## config.mk

```make
export PLATFORM = sky130hd
export DESIGN_NAME = bfs_reachability_matrix
export DESIGN_NICKNAME = d
export VERILOG_FILES = /design/src/bfsr_pkg.sv /design/src/bfs_reachability_matrix.sv /design/src/bfsr_edge_mem.sv /design/src/bfsr_pick.sv
export SDC_FILE = /design/constraint.sdc
export NUM_CORES = 2
export LEC_CHECK = 0
export BUFFER_PORTS_ARGS = -buffer_cell sky130_fd_sc_hd__buf_2
export CAP_MARGIN = 20
export CORE_MARGIN = 2
export CORE_UTILIZATION = 40
export CTS_BUF_LIST = sky130_fd_sc_hd__clkbuf_4 sky130_fd_sc_hd__clkbuf_8
export DETAILED_ROUTE_END_ITERATION = 8
export SYNTH_ARGS = -nofsm -noshare
export SYNTH_HDL_FRONTEND = slang
export SYNTH_SLANG_ARGS = --single-unit
```

## constraint.sdc

```tcl
create_clock -name clk -period 13.6 [get_ports clk]
set_input_delay 1.36 -clock clk [delete_from_list [all_inputs] [get_ports clk]]
set_output_delay 1.36 -clock clk [all_outputs]
set_load 0.02 [all_outputs]
```

## src/bfsr_pkg.sv

```systemverilog
// shared types and constants for the reachability matrix block
`timescale 1ns / 1ps

package bfsr_pkg;

  localparam int MAX_VERTICES = 32;
  localparam int IDX_W        = $clog2(MAX_VERTICES);
  localparam int VTX_W        = 6;

  typedef logic [MAX_VERTICES-1:0] row_t;
  typedef logic [IDX_W-1:0]        idx_t;
  typedef logic [VTX_W-1:0]        vtx_t;

  localparam vtx_t COUNT_RESET = 6'd32;

  typedef enum logic [1:0] {
    OP_ADD   = 2'd0,
    OP_DEL   = 2'd1,
    OP_QUERY = 2'd2,
    OP_REACH = 2'd3
  } op_t;

  typedef enum logic [2:0] {
    ST_IDLE,
    ST_CHECK,
    ST_EDGE,
    ST_PICK,
    ST_MERGE,
    ST_EMIT
  } state_t;

  typedef struct packed {
    logic any;
    idx_t idx;
    row_t rest;
  } pick_t;

endpackage

```

## src/bfs_reachability_matrix.sv

```systemverilog
// Directed graph over an adjacency bit matrix with edge edit, query and reachability.
// Usage:
//   Input channel: an item (operation, from_vertex, to_vertex) is taken at a clock
//   edge with start high and busy low. Operations: add edge, delete edge, query
//   edge, reachability from from_vertex. Vertices are numbered from 1.
//   Config channel: cfg_data sets the vertex count, written when cfg_valid and
//   cfg_ready are high; cfg_ready is high whenever busy is low.
//   Result channel: each result sits on the result ports for one cycle with
//   result_valid high; last marks the final result of an item. The receiver
//   cannot stall, so results are never held.
// Timing:
//   Edge operations: check state, then edge state (row update or query);
//   errors: result formed in the check state. Results are registered onto the ports.
//   Reachability: check state, then per reached vertex a pick state (row read from the
//   edge store) and a merge state (merge into the visited set), then a pick state to
//   form the unreached set, then one result per cycle (at most 31).
//   The next item can be taken in the cycle that shows the last result.
// Reset: all edges cleared, vertex count 32, no result pending.
`timescale 1ns / 1ps

module bfs_reachability_matrix (
  input  logic              clk,
  input  logic              rst,
  input  logic              start,
  output logic              busy,
  input  logic [1:0]        operation,
  input  bfsr_pkg::vtx_t    from_vertex,
  input  bfsr_pkg::vtx_t    to_vertex,
  input  logic              cfg_valid,
  output logic              cfg_ready,
  input  bfsr_pkg::vtx_t    cfg_data,
  output logic              result_valid,
  output logic              edge_present,
  output bfsr_pkg::vtx_t    unreachable_vertex,
  output logic              all_reachable,
  output logic              error,
  output logic              last
);
  import bfsr_pkg::*;

  state_t state, state_next;
  vtx_t   vertex_count;
  op_t    op;
  vtx_t   from_q, to_q;
  row_t   visited, visited_next;
  row_t   frontier, frontier_next;

  vtx_t   n;
  row_t   mask;
  logic   from_ok, to_ok;
  vtx_t   from_m1, to_m1;
  idx_t   from_idx, to_idx;
  row_t   to_bit;
  row_t   fresh;
  logic [IDX_W:0] vtx_p1;

  idx_t   rd_addr;
  row_t   rd_data;
  logic   wr_en;
  row_t   wr_data;
  pick_t  pick;

  logic   emit, e_present, e_all, e_err, e_last;
  vtx_t   e_vertex;

  bfsr_edge_mem u_mem (
    .clk     (clk),
    .rst     (rst),
    .rd_addr (rd_addr),
    .rd_data (rd_data),
    .wr_en   (wr_en),
    .wr_addr (from_idx),
    .wr_data (wr_data)
  );

  bfsr_pick u_pick (
    .word (frontier),
    .pick (pick)
  );

  assign busy      = (state != ST_IDLE);
  assign cfg_ready = ~busy;

  // count above the matrix size acts as the matrix size
  always_comb begin
    if ({1'b0, vertex_count} > (VTX_W + 1)'(MAX_VERTICES)) begin
      n = vtx_t'(MAX_VERTICES);
    end else begin
      n = vertex_count;
    end
    for (int i = 0; i < MAX_VERTICES; i++) begin
      mask[i] = ((VTX_W + 1)'(i) < {1'b0, n});
    end
  end

  assign from_ok  = (from_q != '0) && (from_q <= n);
  assign to_ok    = (to_q != '0) && (to_q <= n);
  assign from_m1  = from_q - vtx_t'(1);
  assign to_m1    = to_q - vtx_t'(1);
  assign from_idx = from_m1[IDX_W-1:0];
  assign to_idx   = to_m1[IDX_W-1:0];
  assign to_bit   = row_t'(1) << to_idx;
  assign fresh    = rd_data & mask & ~visited;
  assign vtx_p1   = {1'b0, pick.idx} + (IDX_W + 1)'(1);

  always_ff @(posedge clk) begin
    if (rst) begin
      state        <= ST_IDLE;
      vertex_count <= COUNT_RESET;
      result_valid <= 1'b0;
    end else begin
      state        <= state_next;
      result_valid <= emit;
      if (cfg_valid && cfg_ready) begin
        vertex_count <= cfg_data;
      end
    end
  end

  always_ff @(posedge clk) begin
    if (state == ST_IDLE && start) begin
      op     <= op_t'(operation);
      from_q <= from_vertex;
      to_q   <= to_vertex;
    end
    visited            <= visited_next;
    frontier           <= frontier_next;
    edge_present       <= e_present;
    unreachable_vertex <= e_vertex;
    all_reachable      <= e_all;
    error              <= e_err;
    last               <= e_last;
  end

  always_comb begin
    state_next    = state;
    visited_next  = visited;
    frontier_next = frontier;
    rd_addr       = from_idx;
    wr_en         = 1'b0;
    wr_data       = rd_data;
    emit          = 1'b0;
    e_present     = 1'b0;
    e_vertex      = '0;
    e_all         = 1'b0;
    e_err         = 1'b0;
    e_last        = 1'b0;
    case (state)
      ST_IDLE: begin
        if (start) begin
          state_next = ST_CHECK;
        end
      end
      ST_CHECK: begin
        if (op == OP_REACH) begin
          if (!from_ok) begin
            emit       = 1'b1;
            e_err      = 1'b1;
            e_last     = 1'b1;
            state_next = ST_IDLE;
          end else begin
            visited_next  = row_t'(1) << from_idx;
            frontier_next = row_t'(1) << from_idx;
            state_next    = ST_PICK;
          end
        end else if (!(from_ok && to_ok)) begin
          emit       = 1'b1;
          e_err      = 1'b1;
          e_last     = 1'b1;
          state_next = ST_IDLE;
        end else begin
          state_next = ST_EDGE;
        end
      end
      ST_EDGE: begin
        case (op)
          OP_ADD: begin
            wr_en   = 1'b1;
            wr_data = rd_data | to_bit;
          end
          OP_DEL: begin
            wr_en   = 1'b1;
            wr_data = rd_data & ~to_bit;
          end
          OP_QUERY: begin
            e_present = |(rd_data & to_bit);
          end
          default: begin
          end
        endcase
        emit       = 1'b1;
        e_last     = 1'b1;
        state_next = ST_IDLE;
      end
      ST_PICK: begin
        if (pick.any) begin
          rd_addr       = pick.idx;
          frontier_next = pick.rest;
          state_next    = ST_MERGE;
        end else begin
          // frontier now holds the vertices still to report
          frontier_next = ~visited & mask;
          state_next    = ST_EMIT;
        end
      end
      ST_MERGE: begin
        visited_next  = visited | fresh;
        frontier_next = frontier | fresh;
        state_next    = ST_PICK;
      end
      ST_EMIT: begin
        emit = 1'b1;
        if (!pick.any) begin
          e_all      = 1'b1;
          e_last     = 1'b1;
          state_next = ST_IDLE;
        end else begin
          e_vertex      = vtx_t'(vtx_p1);
          e_last        = (pick.rest == '0);
          frontier_next = pick.rest;
          if (pick.rest == '0) begin
            state_next = ST_IDLE;
          end
        end
      end
      default: begin
        state_next = ST_IDLE;
      end
    endcase
  end

endmodule

```

## src/bfsr_edge_mem.sv

```systemverilog
// adjacency row store with per-row valid bits and registered read
`timescale 1ns / 1ps

module bfsr_edge_mem (
  input  logic          clk,
  input  logic          rst,
  input  bfsr_pkg::idx_t rd_addr,
  output bfsr_pkg::row_t rd_data,
  input  logic          wr_en,
  input  bfsr_pkg::idx_t wr_addr,
  input  bfsr_pkg::row_t wr_data
);
  import bfsr_pkg::*;

  row_t                    mem [MAX_VERTICES];
  logic [MAX_VERTICES-1:0] row_valid;

  // a row never written reads as no edges
  always_ff @(posedge clk) begin
    if (rst) begin
      row_valid <= '0;
    end else if (wr_en) begin
      row_valid[wr_addr] <= 1'b1;
    end
  end

  always_ff @(posedge clk) begin
    if (wr_en) begin
      mem[wr_addr] <= wr_data;
    end
    rd_data <= row_valid[rd_addr] ? mem[rd_addr] : '0;
  end

endmodule

```

## src/bfsr_pick.sv

```systemverilog
// lowest-set-bit picker shared by frontier expansion and result emission
`timescale 1ns / 1ps

module bfsr_pick (
  input  bfsr_pkg::row_t  word,
  output bfsr_pkg::pick_t pick
);
  import bfsr_pkg::*;

  always_comb begin
    pick.any  = |word;
    pick.idx  = '0;
    for (int i = MAX_VERTICES - 1; i >= 0; i--) begin
      if (word[i]) begin
        pick.idx = idx_t'(i);
      end
    end
    // clear the lowest set bit
    pick.rest = word & (word - row_t'(1));
  end

endmodule

```

==> flow_summary.yaml <==
status:
  status: "finished clean"
timing:
  worstMarginPinSlew_ps: 1220
  slew_headroom: 0.178
  period_share: 0.427
  setup_slack_ps: 7800
  grt_setup_unrepaired: "false"
  setup_viol_count_final: 0
  drv_slew: 0
  fin_skew_ps: 47.4
  period_minus_slack_ps: 5800
  setup_tns_ps: 0
  fmax_mhz: 172
  finalHoldViolCount: 0
setup_path:
  path_common_cell: "buf_4"
  cp.required_ps: 14380
  ff2ff_path_depth: 14
  critPathTopFamily: "buffers and inverters"
  cp_max_fo: 61
  crit_type: "register to register"
  endpoint_kind: "register"
  critical_path.startpoint_type: "register"
  crit_cells: 14
  worstPathArrival_ps: 6590
  crit_slowest_cell: "buf_4"
  cp_cell_sequence: "nor4_1 > nand4_2 > o31ai_2 > buf_4 > nand2_4 > o21ai_4 > buf_4 > buf_4 > buf_4 > mux2i_1 > a221oi_1 > a31oi_1 > or4_1 > a21oi_1"
  timing.rr.start: "frontier[11]$_DFFE_PP_"
  crit_buf_inv: 4
  max_stage_delay_ps: 740
  rrSetupSlack_ps: 7800
  worst_r2r_endpoint: "u_mem.rd_data[21]$_SDFF_PN0_"
final_layout:
  drive_gt1_frac: 0.147
  stdcell_area_um2: 56600
  nNetsFinal: 4157
  area_delta_synth_final_pct: 13.8
  final_common_cell: "edfxtp_1"
  postLayoutCoreUtil: 0.458
  final_cell_mix: "edfxtp_1, nand2_1, nand3_1, clkbuf_8, a21oi_1"
run:
  drv_cap: 0
grt:
  grt_pass1_vias: 31966
  grt.total_usage: 0.240
  grt_first_pass_wirelength_mm: 223
  antenna_found_initial: 5
  grt_max_degree: 154
  grt-ovfl-total: 0
pwr:
  clkPwrFrac: 0.371
  swShare: 0.279
  peakVddDrop_mv: 0.0935
  switchingPower_mw: 2.42
  pwr_density_cell_nw_per_um2: 153
  p_leak_nw: 19.4
  combPwrFrac: 0.139
  seqPwrFrac: 0.490
  finalPower_mw: 8.69
  internal_power_mw: 6.27
yosys:
  syn_area_um2: 49800
  synth_cells: 4024
  synth_fp_nets: 4067
  yosys_warnings: 0
  synth_flop_cell: "edfxtp_1"
  synthDistinctLibCells: 80
  synth_edf_count: 1102
  syn_avg_cell_area_um2: 12.4
  ys_seq_area_frac: 0.699
  synthArstFlopShare: 0
  ys_seq_elements: 1186
routing:
  firstDrtPassIters: 8
  viasPerCell: 5.84
  wl_mm: 156
  avgRoutedWirePerCell_um: 26.3
  dr_total_vias: 34576
  detail-route-antenna-nets: 0
  drc: 0
  drt_iter0_markers: 4768
cts:
  h-tree-depth: 4
  clk_latency_ps: 880
  cts_tree: "done"
  cts.sinks: 1186
  cts_buffers: 192
  postCtsSetupBuffers: 0
  root_buffer: "clkbuf_8"
  cts-resized-gates: 0
  clock_path_buffers: 3
  cts_hold_buf: 0
  clkTransAtPathRegs_ps: 60
die:
  start_util: 0.403
  coreArea_um2: 124000
  fp.dieArea_um2: 127000
  die_width_um: 357
  die_h_um: 357
  io_pins: 37
  placementRows: 129
placement:
  place_ws_ps: 7920
  gp_congestion: 0.935
  io_buffers: 36
  hpwl_mm: 83.5
  placed_area_um2: 52300
hold_path:
  hold_start: "u_mem.row_valid[27]$_SDFFE_PP0P_"
  whs_path_depth: 2
  holdCritPathClass: "register to register"
  hold_end: "u_mem.row_valid[27]$_SDFFE_PP0P_"
-- cell families after synthesis --
logic type / share of synthesized area
and+or+nand+nor: 0.154
DFF: 0.699
AOI/OAI and AO/OA: 0.0822
buffers and inverters: 0.0274
muxes: 0.0314
adders and majority gates: 0.00538
xor gates and xnor gates: 0.00123
-- synth_stat cells, types with 6 or more instances --
cell	instances	area, um2
a32oi_1	9	78.8
o21ai_1	6	30.0
inv_1	29	109
a31o_2	6	52.6
a32o_1	8	80.1
mux2_2	25	282
nand4_1	50	313
nand3_1	380	1900
or3_1	12	75.1
a21oi_1	184	921
and2_1	6	37.5
a221o_1	10	100
o21ai_0	125	626
nor2b_1	17	106
o31ai_1	37	278
or2_2	10	62.6
buf_2	103	515
or4_1	15	113
buf_6	6	67.6
nor3_1	37	185
buf_4	31	233
ha_1	19	238
nor2_1	182	683
nor4_1	10	62.6
a221oi_1	9	78.8
buf_1	19	71.3
dfxtp_1	84	1680
nand2_1	954	3580
clkbuf_1	98	368
a41oi_1	11	96.3
edfxtp_1	1102	33100
o21a_1	6	45.0
and3_1	35	219
a31oi_1	84	526
a311oi_1	24	210
nor4_2	6	75.1
mux2i_1	119	1190
o2111ai_1	13	114
a21o_1	8	60.1
nand2b_1	16	100
a211oi_1	30	225
-- power groups by stage --
| stage | sequential, mW | clock [mW] | combinational [mW] |
|---|---|---|---|
| final | 4.26 | 3.23 | 1.21 |
| after floorplan | 4.28 | 0 | 0.720 |
| after CTS | 4.25 | 3.26 | 1.16 |
| after global routing | 4.25 | 3.41 | 1.28 |
| after detailed placement | 4.33 | 0 | 1.15 |
| after global placement | 4.33 | 0 | 1.14 |
-- tightest hold or removal path, stage by stage (launching register included) --
cell and delay [ps]:
dfxtp_1 330, nor2_1 50, nor2_1 70
-- metrics by stage --
stage | hold WS [ps] | cells
after floorplan | 440 | 4024
after global placement | 448 | 5536
after detailed placement | 458 | 5539
after CTS | 473 | 5898
after global routing | 497 | 5918
final | 471 | 5920
-- metal layers --
layer | wire (um) | GRT usage | vias to the layer above
met5 | 12 | 0 | -
met4 | 5910 | 0.0920 | 2
met3 | 16100 | 0.0509 | 367
met2 | 70200 | 0.366 | 1966
met1 | 63600 | 0.337 | 17074
li1 | - | - | 15167
-- how the worst max path moves through the flow --
stage | start | end | slack [ps]
floorplan | vertex_count[1]$_SDFFE_PP0P_ | frontier[0]$_DFFE_PP_ | 8560
global placement | frontier[11]$_DFFE_PP_ | u_mem.rd_data[21]$_SDFF_PN0_ | 7980
detailed placement | frontier[11]$_DFFE_PP_ | u_mem.rd_data[21]$_SDFF_PN0_ | 7920
CTS | frontier[11]$_DFFE_PP_ | u_mem.rd_data[21]$_SDFF_PN0_ | 7860
global route | frontier[11]$_DFFE_PP_ | u_mem.rd_data[21]$_SDFF_PN0_ | 7500
finish | frontier[11]$_DFFE_PP_ | u_mem.rd_data[21]$_SDFF_PN0_ | 7800
-- sequential cells by signal, summed over array words and instances, names as in the netlist, 32 cells and up --
name,flops
u_mem.row_valid,32
visited,32
frontier,32
u_mem.mem,1024
u_mem.rd_data,32
-- cell type report --
type / count / area (um2)
clock buffers: 295 / 3550
diodes: 4 / 10.0
repair buffers: 153 / 1270
flip-flops and latches: 1186 / 34800
well taps: 1637 / 2050
fillers: 11182 / 67000
clock inverters: 64 / 490
inverters: 29 / 109
multi-input cells: 2552 / 14400
(Power assumes the default switching activity.)
